### config.mk
export PLATFORM = sky130hd
export DESIGN_NAME = vri_core
export DESIGN_NICKNAME = d
export VERILOG_FILES = /design/src/rtl/vri_pkg.sv /design/src/rtl/vri_core.sv
export SDC_FILE = /design/constraint.sdc
export NUM_CORES = 1
export LEC_CHECK = 0
export BUFFER_PORTS_ARGS = -buffer_cell sky130_fd_sc_hd__buf_2
export CORE_ASPECT_RATIO = 1.5
export CORE_MARGIN = 8
export CORE_UTILIZATION = 55
export CTS_CLUSTER_DIAMETER = 100
export CTS_CLUSTER_SIZE = 12
export DETAILED_ROUTE_END_ITERATION = 8
export GPL_TIMING_DRIVEN = 0
export PLACE_DENSITY = 0.76
export SETUP_SLACK_MARGIN = 0.4
export SLEW_MARGIN = 25
export SYNTH_ARGS = -nofsm -noshare
export SYNTH_HDL_FRONTEND = slang
export SYNTH_SLANG_ARGS = --single-unit
### constraint.sdc
create_clock -name clock -period 2.5 [get_ports clock]
set_input_delay 0.25 -clock clock [delete_from_list [all_inputs] [get_ports clock]]
set_output_delay 0.25 -clock clock [all_outputs]
set_load 0.05 [all_outputs]
### src/rtl/vri_pkg.sv
// vri_pkg: word types, register and command codes, and address constants
// of the video register interface. No dependencies.
package vri_pkg;

   typedef struct packed {
      logic [1:0] cmd;
      logic [2:0] reg_offset;
      logic [7:0] wdata;
   } req_word_type;

   typedef struct packed {
      logic [7:0]  rdata;
      logic        nmi_level;
      logic [15:0] cur_vram_addr;
      logic [2:0]  fine_x;
   } rsp_word_type;

   typedef struct packed {
      logic        spr_we;
      logic        spr_re;
      logic [7:0]  spr_addr;
      logic        name_we;
      logic        name_re;
      logic [11:0] name_off;
      logic [7:0]  wdata;
   } mem_req_type;

   typedef struct packed {
      logic        valid;
      logic        rd_spr;
      logic        spr_mask;
      logic [7:0]  rd_direct;
      logic        nmi;
      logic [15:0] cur;
      logic [2:0]  fine;
   } stage_type;

   localparam logic [1:0] CMD_READ  = 2'd0;
   localparam logic [1:0] CMD_WRITE = 2'd1;
   localparam logic [1:0] CMD_SET   = 2'd2;
   localparam logic [1:0] CMD_CLEAR = 2'd3;

   localparam logic [2:0] OFS_CONTROL  = 3'd0;
   localparam logic [2:0] OFS_RENDER   = 3'd1;
   localparam logic [2:0] OFS_FLAGS    = 3'd2;
   localparam logic [2:0] OFS_SPR_ADDR = 3'd3;
   localparam logic [2:0] OFS_SPR_DATA = 3'd4;
   localparam logic [2:0] OFS_SCROLL   = 3'd5;
   localparam logic [2:0] OFS_ADDR     = 3'd6;
   localparam logic [2:0] OFS_DATA     = 3'd7;

   localparam logic [2:0] MIR_VERT  = 3'd0;
   localparam logic [2:0] MIR_HORZ  = 3'd1;
   localparam logic [2:0] MIR_LOW   = 3'd2;
   localparam logic [2:0] MIR_HIGH  = 3'd3;
   localparam logic [2:0] MIR_RESET = MIR_HORZ;

   localparam int         SPR_BYTES   = 256;
   localparam int         COLOR_BYTES = 32;
   localparam logic [7:0] SPR_FILL    = 8'hFF;
   localparam logic [7:0] ATTR_MASK   = 8'hE3;

   localparam logic [13:0] PAL_BASE = 14'h3F00;
   localparam logic [13:0] NT_BASE  = 14'h2000;
   localparam logic [15:0] TEMP_KEEP_SCROLL = 16'h8C1F;

   function automatic logic [4:0] pal_index(input logic [4:0] p);
      logic [4:0] r;
      r = p;
      if (p[4] && p[1:0] == 2'b00) begin
         r = {1'b0, p[3:0]};
      end
      return r;
   endfunction

endpackage

### src/rtl/vri_core.sv
// vri_core: register state, address latches, palette RAM, read buffer and
// the registered stage that follows each accepted word. Depends on vri_pkg.
module vri_core (
   input  logic                 clock,
   input  logic                 reset,
   input  logic                 accept,
   input  vri_pkg::req_word_type req_word,
   input  logic [7:0]           name_q,
   input  logic                 stage_adv,
   output vri_pkg::mem_req_type  mem_req,
   output vri_pkg::stage_type    stage
);
   import vri_pkg::*;

   logic        nmi_en_ff, nmi_en_in;
   logic        incr32_ff, incr32_in;
   logic [2:0]  status_ff, status_in;
   logic        vbl_ff, vbl_in;
   logic [7:0]  spr_addr_ff, spr_addr_in;
   logic        toggle_ff, toggle_in;
   logic [15:0] temp_ff, temp_in;
   logic [15:0] cur_ff, cur_in;
   logic [2:0]  fine_ff, fine_in;
   logic [7:0]  rbuf_ff, rbuf_in;
   logic        rbuf_pend_ff, rbuf_pend_in;
   logic        rbuf_ram_ff, rbuf_ram_in;
   logic [7:0]  color_ff [COLOR_BYTES];
   stage_type   stage_ff, stage_in;

   logic [7:0]  d;
   logic [13:0] a14;
   logic        is_pal, is_nt;
   logic [7:0]  rb_eff;
   logic [4:0]  color_idx;
   logic        color_we;
   logic        advance;
   logic [7:0]  rd_direct;
   logic        rd_spr, spr_mask;

   assign d         = req_word.wdata;
   assign a14       = cur_ff[13:0];
   assign is_pal    = a14 >= PAL_BASE;
   assign is_nt     = (a14 >= NT_BASE) && !is_pal;
   assign color_idx = pal_index(a14[4:0]);
   // the buffer refill lands in the cycle after its read issues
   assign rb_eff    = rbuf_pend_ff ? (rbuf_ram_ff ? name_q : 8'h00) : rbuf_ff;

   always_comb begin
      nmi_en_in    = nmi_en_ff;
      incr32_in    = incr32_ff;
      status_in    = status_ff;
      vbl_in       = vbl_ff;
      spr_addr_in  = spr_addr_ff;
      toggle_in    = toggle_ff;
      temp_in      = temp_ff;
      cur_in       = cur_ff;
      fine_in      = fine_ff;
      rbuf_in      = rb_eff;
      rbuf_pend_in = 1'b0;
      rbuf_ram_in  = rbuf_ram_ff;
      color_we     = 1'b0;
      advance      = 1'b0;
      rd_direct    = 8'h00;
      rd_spr       = 1'b0;
      spr_mask     = 1'b0;
      mem_req          = '0;
      mem_req.spr_addr = spr_addr_ff;
      mem_req.name_off = a14[11:0];
      mem_req.wdata    = d;
      if (accept) begin
         unique case (req_word.cmd)
            CMD_READ: begin
               unique case (req_word.reg_offset)
                  OFS_FLAGS: begin
                     rd_direct = {status_ff, rb_eff[4:0]};
                     status_in = {1'b0, status_ff[1:0]};
                     vbl_in    = 1'b0;
                     toggle_in = 1'b0;
                  end
                  OFS_SPR_DATA: begin
                     mem_req.spr_re = 1'b1;
                     rd_spr         = 1'b1;
                     spr_mask       = spr_addr_ff[1:0] == 2'd2;
                  end
                  OFS_DATA: begin
                     rbuf_pend_in = 1'b1;
                     rbuf_ram_in  = is_pal || is_nt;
                     mem_req.name_re = is_pal || is_nt;
                     rd_direct = is_pal ? color_ff[color_idx] : rb_eff;
                     advance   = 1'b1;
                  end
                  default: ;
               endcase
            end
            CMD_WRITE: begin
               unique case (req_word.reg_offset)
                  OFS_CONTROL: begin
                     nmi_en_in      = d[7];
                     incr32_in      = d[2];
                     temp_in[11:10] = d[1:0];
                  end
                  OFS_SPR_ADDR: spr_addr_in = d;
                  OFS_SPR_DATA: begin
                     mem_req.spr_we = 1'b1;
                     spr_addr_in    = spr_addr_ff + 8'd1;
                  end
                  OFS_SCROLL: begin
                     if (!toggle_ff) begin
                        fine_in      = d[2:0];
                        temp_in[4:0] = d[7:3];
                        toggle_in    = 1'b1;
                     end else begin
                        temp_in   = (temp_ff & TEMP_KEEP_SCROLL)
                                  | {1'b0, d[2:0], 2'b00, d[7:3], 5'b00000};
                        toggle_in = 1'b0;
                     end
                  end
                  OFS_ADDR: begin
                     if (!toggle_ff) begin
                        temp_in   = {2'b00, d[5:0], temp_ff[7:0]};
                        toggle_in = 1'b1;
                     end else begin
                        temp_in   = {temp_ff[15:8], d};
                        cur_in    = {temp_ff[15:8], d};
                        toggle_in = 1'b0;
                     end
                  end
                  OFS_DATA: begin
                     mem_req.name_we = is_nt;
                     color_we        = is_pal;
                     advance         = 1'b1;
                  end
                  // mask and status writes leave nothing observable
                  default: ;
               endcase
            end
            CMD_SET: begin
               status_in = status_ff | d[7:5];
               if (d[7]) begin
                  vbl_in = 1'b1;
               end
            end
            CMD_CLEAR: begin
               status_in = status_ff & ~d[7:5];
               if (d[7]) begin
                  vbl_in = 1'b0;
               end
            end
         endcase
      end
      if (advance) begin
         cur_in = cur_ff + (incr32_ff ? 16'd32 : 16'd1);
      end

      stage_in = stage_ff;
      if (accept) begin
         stage_in.valid     = 1'b1;
         stage_in.rd_spr    = rd_spr;
         stage_in.spr_mask  = spr_mask;
         stage_in.rd_direct = rd_direct;
         stage_in.nmi       = nmi_en_in & vbl_in;
         stage_in.cur       = cur_in;
         stage_in.fine      = fine_in;
      end else if (stage_adv) begin
         stage_in.valid = 1'b0;
      end
   end

   always_ff @(posedge clock) begin
      if (reset) begin
         nmi_en_ff    <= 1'b0;
         incr32_ff    <= 1'b0;
         status_ff    <= '0;
         vbl_ff       <= 1'b0;
         spr_addr_ff  <= '0;
         toggle_ff    <= 1'b0;
         temp_ff      <= '0;
         cur_ff       <= '0;
         fine_ff      <= '0;
         rbuf_ff      <= '0;
         rbuf_pend_ff <= 1'b0;
         rbuf_ram_ff  <= 1'b0;
         stage_ff     <= '0;
      end else begin
         nmi_en_ff    <= nmi_en_in;
         incr32_ff    <= incr32_in;
         status_ff    <= status_in;
         vbl_ff       <= vbl_in;
         spr_addr_ff  <= spr_addr_in;
         toggle_ff    <= toggle_in;
         temp_ff      <= temp_in;
         cur_ff       <= cur_in;
         fine_ff      <= fine_in;
         rbuf_ff      <= rbuf_in;
         rbuf_pend_ff <= rbuf_pend_in;
         rbuf_ram_ff  <= rbuf_ram_in;
         stage_ff     <= stage_in;
      end
   end

   always_ff @(posedge clock) begin
      if (reset) begin
         for (int i = 0; i < COLOR_BYTES; i++) begin
            color_ff[i] <= '0;
         end
      end else if (color_we) begin
         color_ff[color_idx] <= d;
      end
   end

   assign stage = stage_ff;

endmodule

==> metrics.txt <==
outcome=complete, but fails checks; failing checks=hold timing; worst reg2reg setup slack=0.28 ns; clock slew at reported path FFs=0.06 ns; Fin. Hold Viols=1; max layer used=met4; hold_sp=name_q[3]; worst r2r src=cur_ff[1]; CTS max path bufs=3; H-Tree Level Count=1; WHS Path Cells=3; fillcell total=1973; largest net degree at the start of global routing=14; max cap viols=0; post-route clock period utilization=88.9%; top-count cell post-synth=edfxtp_1; share of the synthesized area in the top cell type=44.9%; FP Rows=74; PortBufs=85; final setup vio count=0; ant diodes=0; Die Area=0.0329 mm²; slew at the pin closest to its max-slew limit=0.906 ns; met3 wire length=4.41 mm; Tot GR Track Use=30.2%; part of the Yosys area used for sequential elements=55.9%; clock skew=0.0117 ns; Yosys reg bits=306; CP Data Arrival Time=2.64 ns; commonest register cell after synthesis=edfxtp_1; crit end category=flop; Post-synth EDFFs=224; final net count=1499; Post-DP HPWL=34.3 mm; CTS tree=done; Netlist cell types=76; WL met2=24.8 mm; via count=11800; number of global-route vias before repair=11600; Required @ worst endpoint=2.92 ns; drt initial violations=1049; dpl cells=1704; syn_area_per_cell=11.7 µm²; HP Class=primary input to flop; max-slew violations=0; per-cell routed wire length=27.4 µm; DIE HEIGHT=218 µm; reg2reg path depth=7; Synth area leader=edfxtp_1; DRT Pass-1 Iters=5; Syn Nets=1307; Num CTS Buffers=29; worst vdd ir=0.536 mV; first-pass GRT wire length=72.9 mm; leakage power=6.68 nW; core region area=0.0270 mm²; relative slew slack=39.6%; Initial Util=55.4%; Root Buffer=clkbuf_16; GPL Wtd Cong=1.00; Max Clk Rate=450 MHz; startpoint types=flop; DRC=0; Post-synth top cells=edfxtp_1, and2_1, dfxtp_1; CP Class=flop to flop; DRT antenna net count=0; GRT overflow=0; worst skew pair latency=0.56 ns; Routed met1 length=16.4 mm; mapped cell area=0.0150 mm²; pre-CTS setup slack=-0.770 ns; final hold slack=-0.0155 ns; power density over the cells=577 mW/mm²; Die Width=151 µm; Final WS setup=0.278 ns; Non-Filler Instances=1830; YS warnings=0; Area Overhead vs Synth=22.3%; critical path fanouts, max=10; Final Critical Period=2.22 ns; Top Ports=88; drt total wl=50.1 mm; Syn Inst Count=1277; layout cells sized above 1=30.3%; vias per inst=6.43; ranking of synthesized cells by area=edfxtp_1, dfxtp_1, and2_1, mux4_2, mux2_2; Post-synth ARST share=0%; Post-Route Utilization=67.7%; initial antenna violation count=0; hold endpoint=rbuf_ff[3]; unrepaired setup endpoints after global routing=yes; reg-to-reg endpoint=stage[26]; CTS sink count=306
-- what timing repair did --
item                                   in CTS  in global routing
setup endpoints to repair                 455                270
endpoints found under the hold margin       6                  0
setup buffers                              45                 25
gates resized for setup                   168                 63
hold buffers                                6                  0
pin swaps                                  36                 16
-- state kept, by name, indices dropped and copies added, names as in the netlist --
register	flops
color_ff	224
stage	31
cur_ff	16
rbuf_ff	8
spr_addr_ff	8
temp_ff	7
fine_ff	3
status_ff	3
incr32_ff	1
nmi_en_ff	1
rbuf_pend_ff	1
rbuf_ram_ff	1
toggle_ff	1
vbl_ff	1
-- worst max path at each step --
stage          cells after the start       from             end  slack, ns
2_1_floorplan                      7  cur_ff[8]  color_ff[5][0]       0.20
3_3_place_gp                       7  cur_ff[1]  color_ff[2][7]      -0.76
3_5_place_dp                       7  cur_ff[1]  color_ff[2][1]      -0.77
4_1_cts                            8  cur_ff[3]       stage[17]       0.38
5_1_grt                            7  cur_ff[1]       stage[26]       0.26
6_report                           7  cur_ff[1]       stage[26]       0.28
-- critical path, stage by stage, from the launching register on --
cell and delay (ns):
dfxtp_4 0.38, buf_12 0.15, buf_6 0.22, mux2_2 0.40, a221oi_2 0.31, a211oi_1 0.15, nor4_2 0.37, o22ai_1 0.10
-- power by group --
group          switching, mW  total (mW)  internal, mW
Combinational          0.588       0.883         0.295
Clock                   1.84        3.99          2.16
Sequential            0.0708        5.69          5.62
-- per-layer routing --
metal,GRT usage [%],vias to the layer above
met3,4.98,223
met4,23.2,0
met2,51.6,723
li1,-,5087
met1,32.7,5743
met5,0,-
-- kinds of logic after synthesis --
group,share of synthesized area (%)
AO/OA/AOI/OAI,10.6
XOR/XNOR,0.117
adder cells (fa/ha/maj),0.418
buffers and inverters,4.72
flip-flops,55.9
multiplexers,8.29
AND/OR/NAND/NOR,19.9
-- cell usage in the layout, fill, tap and decap left out, types with 18 or more instances in the layout --
master,Yosys,routed
buf_2,28,95
o21ai_0,41,22
mux4_2,31,31
clkbuf_1,57,67
nor2_1,78,71
a21oi_1,46,44
buf_12,0,27
nor3_1,29,26
and2_1,201,201
mux2_2,34,34
buf_4,33,80
dfxtp_1,82,75
clkbuf_16,0,29
nand3_1,19,18
nand2_1,67,59
edfxtp_1,224,224
-- per-stage QoR --
| stage | instance area [µm²] | hold WS, ns | setup TNS [ns] | power (mW) |
|---|---|---|---|---|
| final | 18300 | -0.0155 | 0 | 10.6 |
| after global routing | 18300 | 0.0323 | 0 | 10.8 |
| after CTS | 17900 | 0.00771 | 0 | 10.5 |
| after detailed placement | 15800 | 0.455 | -67.24 | 6.54 |
| after global placement | 15800 | 0.450 | -64.56 | 6.52 |
| after floorplan | 15000 | 0.394 | 0 | 6.23 |
-- layout make-up --
| class | instances | area [µm²] | share of cell area (%) |
|---|---|---|---|
| multi-input combinational | 835 | 6500 | 35.5 |
| tap | 342 | 428 | 2.34 |
| inverter | 10 | 37.5 | 0.205 |
| sequential | 306 | 8390 | 45.8 |
| clock inverter | 1 | 8.76 | 0.0478 |
| clock buffer | 49 | 801 | 4.37 |
| buffer | 126 | 977 | 5.34 |
| timing repair buffer | 161 | 1170 | 6.41 |
(Power assumes the default switching activity.)
